<file path="config.mk">
export PLATFORM = sky130hd
export DESIGN_NAME = adv_field_finder
export DESIGN_NICKNAME = d
export VERILOG_FILES = /design/src/rtl/core/aff_pkg.sv /design/src/rtl/core/adv_field_finder.sv
export VERILOG_INCLUDE_DIRS = /design/src /design/src/rtl/core
export SDC_FILE = /design/constraint.sdc
export NUM_CORES = 1
export LEC_CHECK = 0
export BUFFER_PORTS_ARGS = -buffer_cell sky130_fd_sc_hd__buf_2
export CAP_MARGIN = 40
export CORE_MARGIN = 2
export CORE_UTILIZATION = 45
export CTS_BUF_LIST = sky130_fd_sc_hd__clkbuf_4 sky130_fd_sc_hd__clkbuf_8
export DETAILED_ROUTE_END_ITERATION = 10
export SLEW_MARGIN = 20
export SYNTH_ARGS = -nofsm -noshare
export SYNTH_HDL_FRONTEND = slang
export SYNTH_SLANG_ARGS = --single-unit
</file>
<file path="constraint.sdc">
create_clock -name i_clk -period 3.66 [get_ports i_clk]
set_clock_uncertainty 0.1 [all_clocks]
set_input_delay 0.915 -clock i_clk [delete_from_list [all_inputs] [get_ports i_clk]]
set_output_delay 0.915 -clock i_clk [all_outputs]
set_load 0.1 [all_outputs]
</file>
<file path="src/rtl/core/assert_macros.svh">
// ----------------------------------------------------------------------------
// assert_macros.svh
// Clocked assertion helpers shared by the RTL. Each macro expects i_clk and
// i_rst_n in scope and is disabled while reset is asserted.
// ----------------------------------------------------------------------------
`ifndef ASSERT_MACROS_SVH
`define ASSERT_MACROS_SVH

// Same-cycle implication.
`define AST_NOW(lbl, ante, cons, msg) \
    lbl: assert property (@(posedge i_clk) disable iff (!i_rst_n) \
        (ante) |-> (cons)) else $error(msg);

// Next-cycle implication.
`define AST_NEXT(lbl, ante, cons, msg) \
    lbl: assert property (@(posedge i_clk) disable iff (!i_rst_n) \
        (ante) |=> (cons)) else $error(msg);

`endif

</file>
<file path="src/rtl/core/aff_pkg.sv">
// ----------------------------------------------------------------------------
// aff_pkg
// Widths and codes of the advertising field finder.
// ----------------------------------------------------------------------------
package aff_pkg;

    localparam int BYTE_W    = 8;
    localparam int CFG_IDX_W = 8;

    typedef logic [BYTE_W-1:0] t_byte;
    typedef logic [1:0]        t_code;

    // Parse phase codes
    localparam t_code PHASE_LEN   = 2'd0;
    localparam t_code PHASE_TYPE  = 2'd1;
    localparam t_code PHASE_VALUE = 2'd2;
    localparam t_code PHASE_BAD   = 2'd3;

    // Pending match kinds
    localparam t_code KIND_NONE     = 2'd0;
    localparam t_code KIND_PRIMARY  = 2'd1;
    localparam t_code KIND_FALLBACK = 2'd2;

    // Result status codes
    localparam t_code STATUS_PRIMARY   = 2'd0;
    localparam t_code STATUS_FALLBACK  = 2'd1;
    localparam t_code STATUS_MALFORMED = 2'd2;
    localparam t_code STATUS_ABSENT    = 2'd3;

    // Register indexes
    localparam logic [CFG_IDX_W-1:0] CFG_PRIMARY_TYPE  = 8'd0;
    localparam logic [CFG_IDX_W-1:0] CFG_FALLBACK_TYPE = 8'd1;

    // Reset values of the type registers
    localparam t_byte PRIMARY_TYPE_RST  = 8'h09;
    localparam t_byte FALLBACK_TYPE_RST = 8'h08;

    // Highest payload offset a structure may reach
    localparam t_byte LAST_OFFSET = 8'd254;
    localparam t_byte POS_MAX     = 8'd255;

endpackage

</file>
<file path="src/rtl/core/adv_field_finder.sv">
// ----------------------------------------------------------------------------
// adv_field_finder
// Walks the length-type-value structures of an advertising payload and
// reports the first primary-type field, else the first fallback-type field.
// ----------------------------------------------------------------------------
// One payload byte is taken per cycle on the input channel, ending with the
// byte flagged last; the result (status, value offset, value length) of that
// payload is registered and shows up on the output channel in the cycle after
// its last byte is transferred. Throughput is one byte per cycle: the parse
// state is computed combinationally from the scan registers, and the result
// register can be reloaded in the same cycle its result is transferred out,
// so payloads can follow each other with no gap. The input stalls only when a
// result is held and the output side is not ready. Type registers are
// written through the config channel, which is always ready; write them only
// while no payload is in flight. Index 0 is the primary type (reset 0x09),
// index 1 the fallback type (reset 0x08); other indexes are ignored.
// ----------------------------------------------------------------------------
`include "assert_macros.svh"

module adv_field_finder (
    input  logic                           i_clk,
    input  logic                           i_rst_n,
    // payload byte stream
    input  logic                           i_in_valid,
    output logic                           o_in_ready,
    input  logic [aff_pkg::BYTE_W-1:0]     i_data_byte,
    input  logic                           i_last_byte,
    // result
    output logic                           o_out_valid,
    input  logic                           i_out_ready,
    output logic [1:0]                     o_status,
    output logic [aff_pkg::BYTE_W-1:0]     o_value_offset,
    output logic [aff_pkg::BYTE_W-1:0]     o_value_length,
    // config writes
    input  logic                           i_cfg_valid,
    output logic                           o_cfg_ready,
    input  logic [aff_pkg::CFG_IDX_W-1:0]  i_cfg_index,
    input  logic [aff_pkg::BYTE_W-1:0]     i_cfg_data
);
    import aff_pkg::*;

    // config
    t_byte r_primary_type,  n_primary_type;
    t_byte r_fallback_type, n_fallback_type;

    // scan state
    t_byte r_byte_position,   n_byte_position;
    t_byte r_field_left,      n_field_left;
    t_code r_phase,           n_phase;
    t_code r_pend_kind,       n_pend_kind;
    t_byte r_pend_offset,     n_pend_offset;
    t_byte r_pend_length,     n_pend_length;
    logic  r_primary_hit,     n_primary_hit;
    t_byte r_primary_offset,  n_primary_offset;
    t_byte r_primary_length,  n_primary_length;
    logic  r_fallback_hit,    n_fallback_hit;
    t_byte r_fallback_offset, n_fallback_offset;
    t_byte r_fallback_length, n_fallback_length;
    logic  r_scan_stopped,    n_scan_stopped;

    // result register
    logic  r_out_valid, n_out_valid;
    t_code r_status,    n_status;
    t_byte r_offset,    n_offset;
    t_byte r_length,    n_length;

    logic         in_xfer;
    logic         do_commit;
    t_byte        left_dec;
    logic [8:0]   end_pos;

    assign o_in_ready  = !r_out_valid || i_out_ready;
    assign in_xfer     = i_in_valid && o_in_ready;
    assign o_cfg_ready = 1'b1;

    assign o_out_valid    = r_out_valid;
    assign o_status       = r_status;
    assign o_value_offset = r_offset;
    assign o_value_length = r_length;

    assign left_dec = r_field_left - 8'd1;
    // end offset of a new structure, one bit wider so it cannot wrap
    assign end_pos  = {1'b0, r_byte_position} + {1'b0, i_data_byte};

    // config write
    always_comb begin
        n_primary_type  = r_primary_type;
        n_fallback_type = r_fallback_type;
        if (i_cfg_valid) begin
            if (i_cfg_index == CFG_PRIMARY_TYPE) begin
                n_primary_type = i_cfg_data;
            end else if (i_cfg_index == CFG_FALLBACK_TYPE) begin
                n_fallback_type = i_cfg_data;
            end
        end
    end

    // parser step for one accepted byte
    always_comb begin
        n_byte_position   = r_byte_position;
        n_field_left      = r_field_left;
        n_phase           = r_phase;
        n_pend_kind       = r_pend_kind;
        n_pend_offset     = r_pend_offset;
        n_pend_length     = r_pend_length;
        n_primary_hit     = r_primary_hit;
        n_primary_offset  = r_primary_offset;
        n_primary_length  = r_primary_length;
        n_fallback_hit    = r_fallback_hit;
        n_fallback_offset = r_fallback_offset;
        n_fallback_length = r_fallback_length;
        n_scan_stopped    = r_scan_stopped;
        n_out_valid       = r_out_valid && !i_out_ready;
        n_status          = r_status;
        n_offset          = r_offset;
        n_length          = r_length;
        do_commit         = 1'b0;

        if (in_xfer) begin
            if (!r_scan_stopped && r_phase != PHASE_BAD) begin
                unique case (r_phase)
                    PHASE_LEN: begin
                        // a length byte alone at the end is ignored
                        if (!i_last_byte) begin
                            if (i_data_byte == '0) begin
                                n_scan_stopped = 1'b1;
                            end else if (end_pos > {1'b0, LAST_OFFSET}) begin
                                n_phase = PHASE_BAD;
                            end else begin
                                n_field_left = i_data_byte;
                                n_phase      = PHASE_TYPE;
                            end
                        end
                    end
                    PHASE_TYPE: begin
                        // primary wins when both types match
                        if (i_data_byte == r_primary_type && !r_primary_hit) begin
                            n_pend_kind = KIND_PRIMARY;
                        end else if (i_data_byte == r_fallback_type &&
                                     !r_fallback_hit) begin
                            n_pend_kind = KIND_FALLBACK;
                        end else begin
                            n_pend_kind = KIND_NONE;
                        end
                        n_pend_offset = r_byte_position + 8'd1;
                        n_pend_length = left_dec;
                        n_field_left  = left_dec;
                        if (left_dec == '0) begin
                            do_commit = 1'b1;
                        end else begin
                            n_phase = PHASE_VALUE;
                        end
                    end
                    default: begin
                        n_field_left = left_dec;
                        if (left_dec == '0) begin
                            do_commit = 1'b1;
                        end
                    end
                endcase

                if (do_commit) begin
                    if (n_pend_kind == KIND_PRIMARY && !r_primary_hit) begin
                        n_primary_hit    = 1'b1;
                        n_primary_offset = n_pend_offset;
                        n_primary_length = n_pend_length;
                    end else if (n_pend_kind == KIND_FALLBACK && !r_fallback_hit) begin
                        n_fallback_hit    = 1'b1;
                        n_fallback_offset = n_pend_offset;
                        n_fallback_length = n_pend_length;
                    end
                    n_pend_kind = KIND_NONE;
                    n_phase     = PHASE_LEN;
                end

                // structure cut short by the end of the payload
                if (i_last_byte && (n_phase == PHASE_TYPE || n_phase == PHASE_VALUE)) begin
                    n_phase     = PHASE_BAD;
                    n_pend_kind = KIND_NONE;
                end
            end

            if (r_byte_position != POS_MAX) begin
                n_byte_position = r_byte_position + 8'd1;
            end

            if (i_last_byte) begin
                n_out_valid = 1'b1;
                priority if (n_primary_hit) begin
                    n_status = STATUS_PRIMARY;
                    n_offset = n_primary_offset;
                    n_length = n_primary_length;
                end else if (n_fallback_hit) begin
                    n_status = STATUS_FALLBACK;
                    n_offset = n_fallback_offset;
                    n_length = n_fallback_length;
                end else if (n_phase == PHASE_BAD) begin
                    n_status = STATUS_MALFORMED;
                    n_offset = '0;
                    n_length = '0;
                end else begin
                    n_status = STATUS_ABSENT;
                    n_offset = '0;
                    n_length = '0;
                end

                // fresh scan for the next payload
                n_byte_position   = '0;
                n_field_left      = '0;
                n_phase           = PHASE_LEN;
                n_pend_kind       = KIND_NONE;
                n_pend_offset     = '0;
                n_pend_length     = '0;
                n_primary_hit     = 1'b0;
                n_primary_offset  = '0;
                n_primary_length  = '0;
                n_fallback_hit    = 1'b0;
                n_fallback_offset = '0;
                n_fallback_length = '0;
                n_scan_stopped    = 1'b0;
            end
        end
    end

    always_ff @(posedge i_clk) begin
        if (!i_rst_n) begin
            r_primary_type    <= PRIMARY_TYPE_RST;
            r_fallback_type   <= FALLBACK_TYPE_RST;
            r_byte_position   <= '0;
            r_field_left      <= '0;
            r_phase           <= PHASE_LEN;
            r_pend_kind       <= KIND_NONE;
            r_pend_offset     <= '0;
            r_pend_length     <= '0;
            r_primary_hit     <= 1'b0;
            r_primary_offset  <= '0;
            r_primary_length  <= '0;
            r_fallback_hit    <= 1'b0;
            r_fallback_offset <= '0;
            r_fallback_length <= '0;
            r_scan_stopped    <= 1'b0;
            r_out_valid       <= 1'b0;
        end else begin
            r_primary_type    <= n_primary_type;
            r_fallback_type   <= n_fallback_type;
            r_byte_position   <= n_byte_position;
            r_field_left      <= n_field_left;
            r_phase           <= n_phase;
            r_pend_kind       <= n_pend_kind;
            r_pend_offset     <= n_pend_offset;
            r_pend_length     <= n_pend_length;
            r_primary_hit     <= n_primary_hit;
            r_primary_offset  <= n_primary_offset;
            r_primary_length  <= n_primary_length;
            r_fallback_hit    <= n_fallback_hit;
            r_fallback_offset <= n_fallback_offset;
            r_fallback_length <= n_fallback_length;
            r_scan_stopped    <= n_scan_stopped;
            r_out_valid       <= n_out_valid;
        end
    end

    // result payload, no reset needed
    always_ff @(posedge i_clk) begin
        r_status <= n_status;
        r_offset <= n_offset;
        r_length <= n_length;
    end

    // ---- assertions ----
    `AST_NEXT(a_last_gives_result, in_xfer && i_last_byte, r_out_valid,
        "last byte transfer did not produce a result")
    `AST_NEXT(a_last_clears_scan, in_xfer && i_last_byte,
        r_byte_position == '0 && !r_primary_hit && !r_fallback_hit,
        "scan state not cleared after last byte")
    `AST_NOW(a_no_match_zero_fields,
        r_out_valid && (r_status == STATUS_MALFORMED || r_status == STATUS_ABSENT),
        r_offset == '0 && r_length == '0,
        "malformed or absent result carries nonzero offset or length")
    `AST_NOW(a_type_phase_len, r_phase == PHASE_TYPE, r_field_left != '0,
        "type phase entered with zero structure length")

endmodule

</file>
==> Word level (Yosys, flattened, before mapping) <==
Cells that the tools add are included.
Widths: inputs -> output; s select.
{ "totals": {"register_bits": 106, "in_bits": 30, "out_inout_bits": 21, "wordCells": 148} }
{ "op_classes": {"n_addsub": 3, "order_cmp": 1, "n_eq_ne": 13, "muxes": 79, "bitwise": 1, "reduce_logical": 31} }
{ "ops": {"columns": ["cell", "n"], "rows": [
  ["$mux 8", 35],
  ["$mux 2", 20],
  ["$logic_not 8->1", 3],
  ["$mux 1", 23],
  ["$eq 8x8->1", 2],
  ["$add 8x8->9", 1],
  ["$gt 9x8->1 const B", 1],
  ["$add 8x1->8 const B", 1],
  ["$eq 8x1->1 const B", 1],
  ["$logic_and 1x1->1", 8],
  ["$ne 8x8->1 const B", 1],
  ["$reduce_and 2->1", 4],
  ["$reduce_and 4->1", 2],
  ["$reduce_bool 2->1", 4],
  ["$sub 8x1->8 const B", 1],
  ["$eq 2x1->1 const B", 3],
  ["$eq 2x2->1 const B", 3],
  ["$ne 3x3->1 const B", 2],
  ["$logic_not 1->1", 5],
  ["$pmux 2 s2", 1],
  ["$reduce_and 3->1", 1],
  ["$logic_not 2->1", 1],
  ["$logic_or 1x1->1", 2],
  ["$ne 2x2->1 const B", 1],
  ["other kinds (2)", 2]
]} }

==> Longest topological paths before layout <==
{ "logic_depth": {"ltp_word": 18, "depth_mapped": 11, "depth_no_buf": 10} }

==> Least setup slack after synthesis <==
OpenSTA, ideal clock, no wires.
{ "synth_path": {"kind": "input port to flip-flop", "start": "in i_data_byte[0] (netlist name)", "end": "reg r_field_left[3]", "setup_time_ns": 0.072, "arrival_time_ns": 3.207, "required_ns": 3.488, "slack_ns": 0.280, "path_stages": 10, "path_buffers": 0, "path_cell_list": "ha_1 inv_1 fa_1 o31a_1 o21ai_1 o2111ai_1 or4_1 o211a_1 a31oi_2 mux2i_1"} }
{ "synth_between": {"elab_chain_len": 4, "elab_cells_between_ends": 6, "cone_classes": "1 x add/sub; 1 x order compare; 2 x eq/ne; 2 x reduce/logical"} }
{ "synth_lines": {"columns": ["element", "line", "rtl"], "rows": [
  ["start: declaration", "adv_field_finder.sv:26", "input logic [aff_pkg::BYTE_W-1:0] i_data_byte,"],
  ["$add 8x8->9", "adv_field_finder.sv:83", "assign end_pos = {1'b0, r_byte_position} + {1'b0, i_data_byte};"],
  ["$gt 9x8->1", "adv_field_finder.sv:127", "end else if (end_pos > {1'b0, LAST_OFFSET}) begin"],
  ["$ne 3x3->1 (no source line)", null, null],
  ["$reduce_and 4->1 (no source line) *", null, null],
  ["end signal: assignment", "adv_field_finder.sv:247", "r_field_left <= n_field_left;"],
  ["end: declaration", "adv_field_finder.sv:48", "t_byte r_field_left, n_field_left;"]
]} }
Every way passes the cells marked *; elsewhere a longest branch is shown, timed or not.
A chain may end at the register's enable or synchronous reset.

==> Worst setup path after layout <==
{ "layout_path": {"start": "reg r_field_left[1]", "end": "reg r_primary_length[4]"} }
{ "layout_between": {"elab_chain_len": 9, "elab_cells_between_ends": 11, "cone_classes": "1 x add/sub; 9 x mux; 1 x reduce/logical"} }
{ "layout_lines": {"columns": ["element", "line", "rtl"], "rows": [
  ["$sub 8x1->8 *", "adv_field_finder.sv:81", "assign left_dec = r_field_left - 8'd1;"],
  ["$logic_not 8->1", "adv_field_finder.sv:148, adv_field_finder.sv:156", null],
  ["$mux 1", "adv_field_finder.sv:148, adv_field_finder.sv:156", null],
  ["$mux 1", null, null],
  ["$mux 1", "adv_field_finder.sv:120", "if (!r_scan_stopped && r_phase != PHASE_BAD) begin"],
  ["$mux 1", "adv_field_finder.sv:119", "if (in_xfer) begin"],
  ["$mux 8 *", "adv_field_finder.sv:162", "if (do_commit) begin"],
  ["$mux 8 *", "adv_field_finder.sv:120", null],
  ["$mux 8 *", "adv_field_finder.sv:187", "if (i_last_byte) begin"],
  ["end signal: assignment", "adv_field_finder.sv:254", "r_primary_length <= n_primary_length;"],
  ["end: declaration", "adv_field_finder.sv:55", "t_byte r_primary_length, n_primary_length;"]
]} }
Every way passes the cells marked *; elsewhere a longest branch is shown, timed or not. The select of a mux whose other input is x is not followed.

==> impl_metrics.env <==
export IMPL_place_congestion=0.812
export IMPL_yosysWarnings=0
export IMPL_routedWlPerCell_um=17.4
export IMPL_via_count=4755
export IMPL_critPathCapture="r_primary_length[4]"
export IMPL_drt_pass1_iter_count=4
export IMPL_synth_top_flop_cell="dfxtp_1"
export IMPL_synth_edff_count=18
export IMPL_fin_tns_setup_ns=0
export IMPL_post_cts_setup_buffer_count=0
export IMPL_final_cell_area_um2=6270
export IMPL_cts_tree="built"
export IMPL_die_h_um=116
export IMPL_syn_inst=597
export IMPL_root_buffer="clkbuf_8"
export IMPL_core_area_um2=12100
export IMPL_num_rows=40
export IMPL_cap_viol_max_count=0
export IMPL_fin_crit_sh=0.900
export IMPL_rsz0062_at_grt="no"
export IMPL_power_mw=2.24
export IMPL_highest_layer="met4"
export IMPL_antenna_found_initial=0
export IMPL_grt_pass1_wl_um=23100
export IMPL_h_tree_depth=3
export IMPL_max_freq_ghz=0.304
export IMPL_avgSynthCellArea_um2=9.44
export IMPL_syn_cell_area_um2=5640
export IMPL_hold_slack_ns=0.402
export IMPL_route_met2_wl_um=6480
export IMPL_area_growth_synth_to_final_pct=11.3
export IMPL_synth_seq_area_share=0.408
export IMPL_min_period_ns=3.29
export IMPL_place_area_um2=6090
export IMPL_synth_seq_cells=106
export IMPL_pwr_density_cell_nw_per_um2=357
export IMPL_via_per_inst=5.84
export IMPL_hold_violations=0
export IMPL_cts_hold_buffers=0
export IMPL_ir_drop_mv=0.137
export IMPL_initial_core_util=0.465
export IMPL_ys_types=65
export IMPL_io_pins=51
export IMPL_die_x_um=116
export IMPL_hold_class="reg -> reg"
export IMPL_antenna_cells=0
export IMPL_dp_final_hpwl_um=10200
export IMPL_layout_nets=683
export IMPL_wirelength_um=14200
export IMPL_wl_met1_um=6740
export IMPL_grt_ovfl_total=0
export IMPL_tightest_slew_ns=0.683
export IMPL_drtAntennaViolNets=0
export IMPL_grt_usage=0.221
export IMPL_critPathMaxFanout=16
export IMPL_r2r_cells=9
export IMPL_first_global_vias=4421
export IMPL_cp_end_kind="flip-flop"
export IMPL_status="complete, no violations"
export IMPL_synthArstFlopShare=0
export IMPL_rrSetupSlack_ns=0.37
export IMPL_clk_insertion_delay_late_ns=0.39
export IMPL_place_port_buffers=49
export IMPL_detail_route_iter0_violations=388
export IMPL_met3_length_um=710
export IMPL_drv_slew=0
export IMPL_fp_dieArea_um2=13400
export IMPL_cts_repair_resized=0
export IMPL_grt_start_max_net_pins=34
export IMPL_drc=0
export IMPL_cts_buffers=9
export IMPL_post_route_util=0.518
export IMPL_layout_commonest_cell="dfxtp_1"
export IMPL_cp_start_kind="flip-flop"
export IMPL_reg2reg_from="r_field_left[1]"
export IMPL_rr_endpoint="r_primary_length[4]"
export IMPL_setup_viol=0
export IMPL_crit_type="reg -> reg"
export IMPL_total_leakage_power_nw=2.25
export IMPL_syn_num_nets=639
export IMPL_layout_common_cells="dfxtp_1 (88), buf_2 (49), nand2_1 (48)"
export IMPL_clk_pin_slew_ns=0.11
export IMPL_crit_start="r_field_left[1]"
export IMPL_relSlewSlack=0.540
export IMPL_crit_required_ns=3.86
export IMPL_cp_arrival_ns=3.49
export IMPL_cts_sinks=106
export IMPL_final_layout_size_suffix_gt1_frac=0.159
export IMPL_clk_path_buf_depth=2
==> worst max-delay path, stage by stage, from the launching register on <==
cell      delay [ns]
dfxtp_1         0.45
inv_1           0.12
ha_1            0.28
xnor2_1         0.21
nand3b_1        0.14
nor4_4          0.29
nand3_2         0.26
nor4b_4         0.61
nand2_2         0.38
a32o_1          0.35
==> synth_stat cells (all sizes together), types with 2 or more instances <==
master | count | share of area
or4 | 4 | 0.0053
nand2b | 3 | 0.0033
nor4 | 12 | 0.021
a21boi | 3 | 0.0040
or2 | 3 | 0.0033
nand3b | 3 | 0.0040
ha | 11 | 0.024
nor3 | 6 | 0.0062
and3 | 8 | 0.0089
xor2 | 13 | 0.020
nor3b | 10 | 0.013
o211ai | 8 | 0.011
nor4b | 2 | 0.0058
and2 | 9 | 0.010
o31a | 4 | 0.0062
nor2b | 37 | 0.041
a31oi | 6 | 0.0078
a21o | 2 | 0.0027
nor2 | 26 | 0.017
a22oi | 25 | 0.033
buf | 13 | 0.014
clkbuf | 27 | 0.018
dfxtp | 88 | 0.31
nand2 | 49 | 0.033
inv | 12 | 0.0080
nand3 | 9 | 0.0089
a21oi | 27 | 0.024
mux2i | 36 | 0.064
edfxtp | 18 | 0.096
o21ai | 47 | 0.042
o211a | 2 | 0.0036
a311oi | 3 | 0.0047
nand4 | 2 | 0.0049
a2bb2oi | 2 | 0.0042
a32o | 34 | 0.060
o41ai | 2 | 0.0031
o2111ai | 2 | 0.0031
xnor2 | 16 | 0.025
==> cell type report <==
class / count / area [um^2]
Clock buffer: 10 / 131
Clock inverter: 6 / 50.0
Fill cell: 1171 / 5840
Inverter: 12 / 45.0
Multi-Input combinational cell: 439 / 3110
Sequential cell: 106 / 2300
Tap cell: 168 / 210
Timing Repair Buffer: 73 / 425
==> registers in the layout, indices dropped and copies added (netlist names), 2 cells and up <==
signal and count:
o_status 2, o_value_length 8, o_value_offset 8, r_byte_position 8
r_fallback_length 8, r_fallback_offset 8, r_fallback_type 8, r_field_left 8
r_pend_kind 2, r_pend_length 8, r_pend_offset 8, r_phase 2
r_primary_length 8, r_primary_offset 8, r_primary_type 8
==> report_power, final <==
part           switching, mW  internal, mW
Combinational          0.219        0.0980
Clock                  0.441         0.264
Sequential            0.0155          1.20
==> metrics by stage <==
stage / setup WS [ns] / cells
floorplan: 0.280 / 597
global placement: 0.142 / 798
detailed placement: 0.0845 / 798
CTS: 0.353 / 814
global route: 0.145 / 814
finish: 0.365 / 814
==> how the worst min path moves through the flow <==
stage	start	cells after the start	slack (ns)	end
2_1_floorplan	r_primary_type[0]	2	0.36	r_primary_type[0]
3_3_place_gp	r_primary_type[0]	2	0.37	r_primary_type[0]
3_5_place_dp	r_primary_type[0]	2	0.38	r_primary_type[0]
4_1_cts	r_primary_type[0]	2	0.41	r_primary_type[0]
5_1_grt	r_primary_offset[1]	1	0.42	r_primary_offset[1]
6_report	r_primary_type[0]	2	0.40	r_primary_type[0]
==> logic make-up (layout without fill, tap and decap cells) <==
logic type | count (synthesis) | count (layout) | share of synthesized area
muxes | 36 | 36 | 0.0639
other | 1 | 1 | 0.000665
DFF | 106 | 106 | 0.408
adders and majority gates | 12 | 12 | 0.0280
buffers and inverters | 52 | 101 | 0.0402
and+or+nand+nor | 186 | 186 | 0.191
AOI/OAI and AO/OA | 175 | 175 | 0.223
xor gates and xnor gates | 29 | 29 | 0.0451
==> routing by layer <==
layer | up-vias | GRT usage
li1 | 2303 | -
met2 | 156 | 0.356
met1 | 2278 | 0.306
met4 | 0 | 0.0778
met5 | - | 0
met3 | 18 | 0.0298
No activity file was read; power rests on OpenSTA's default activity.
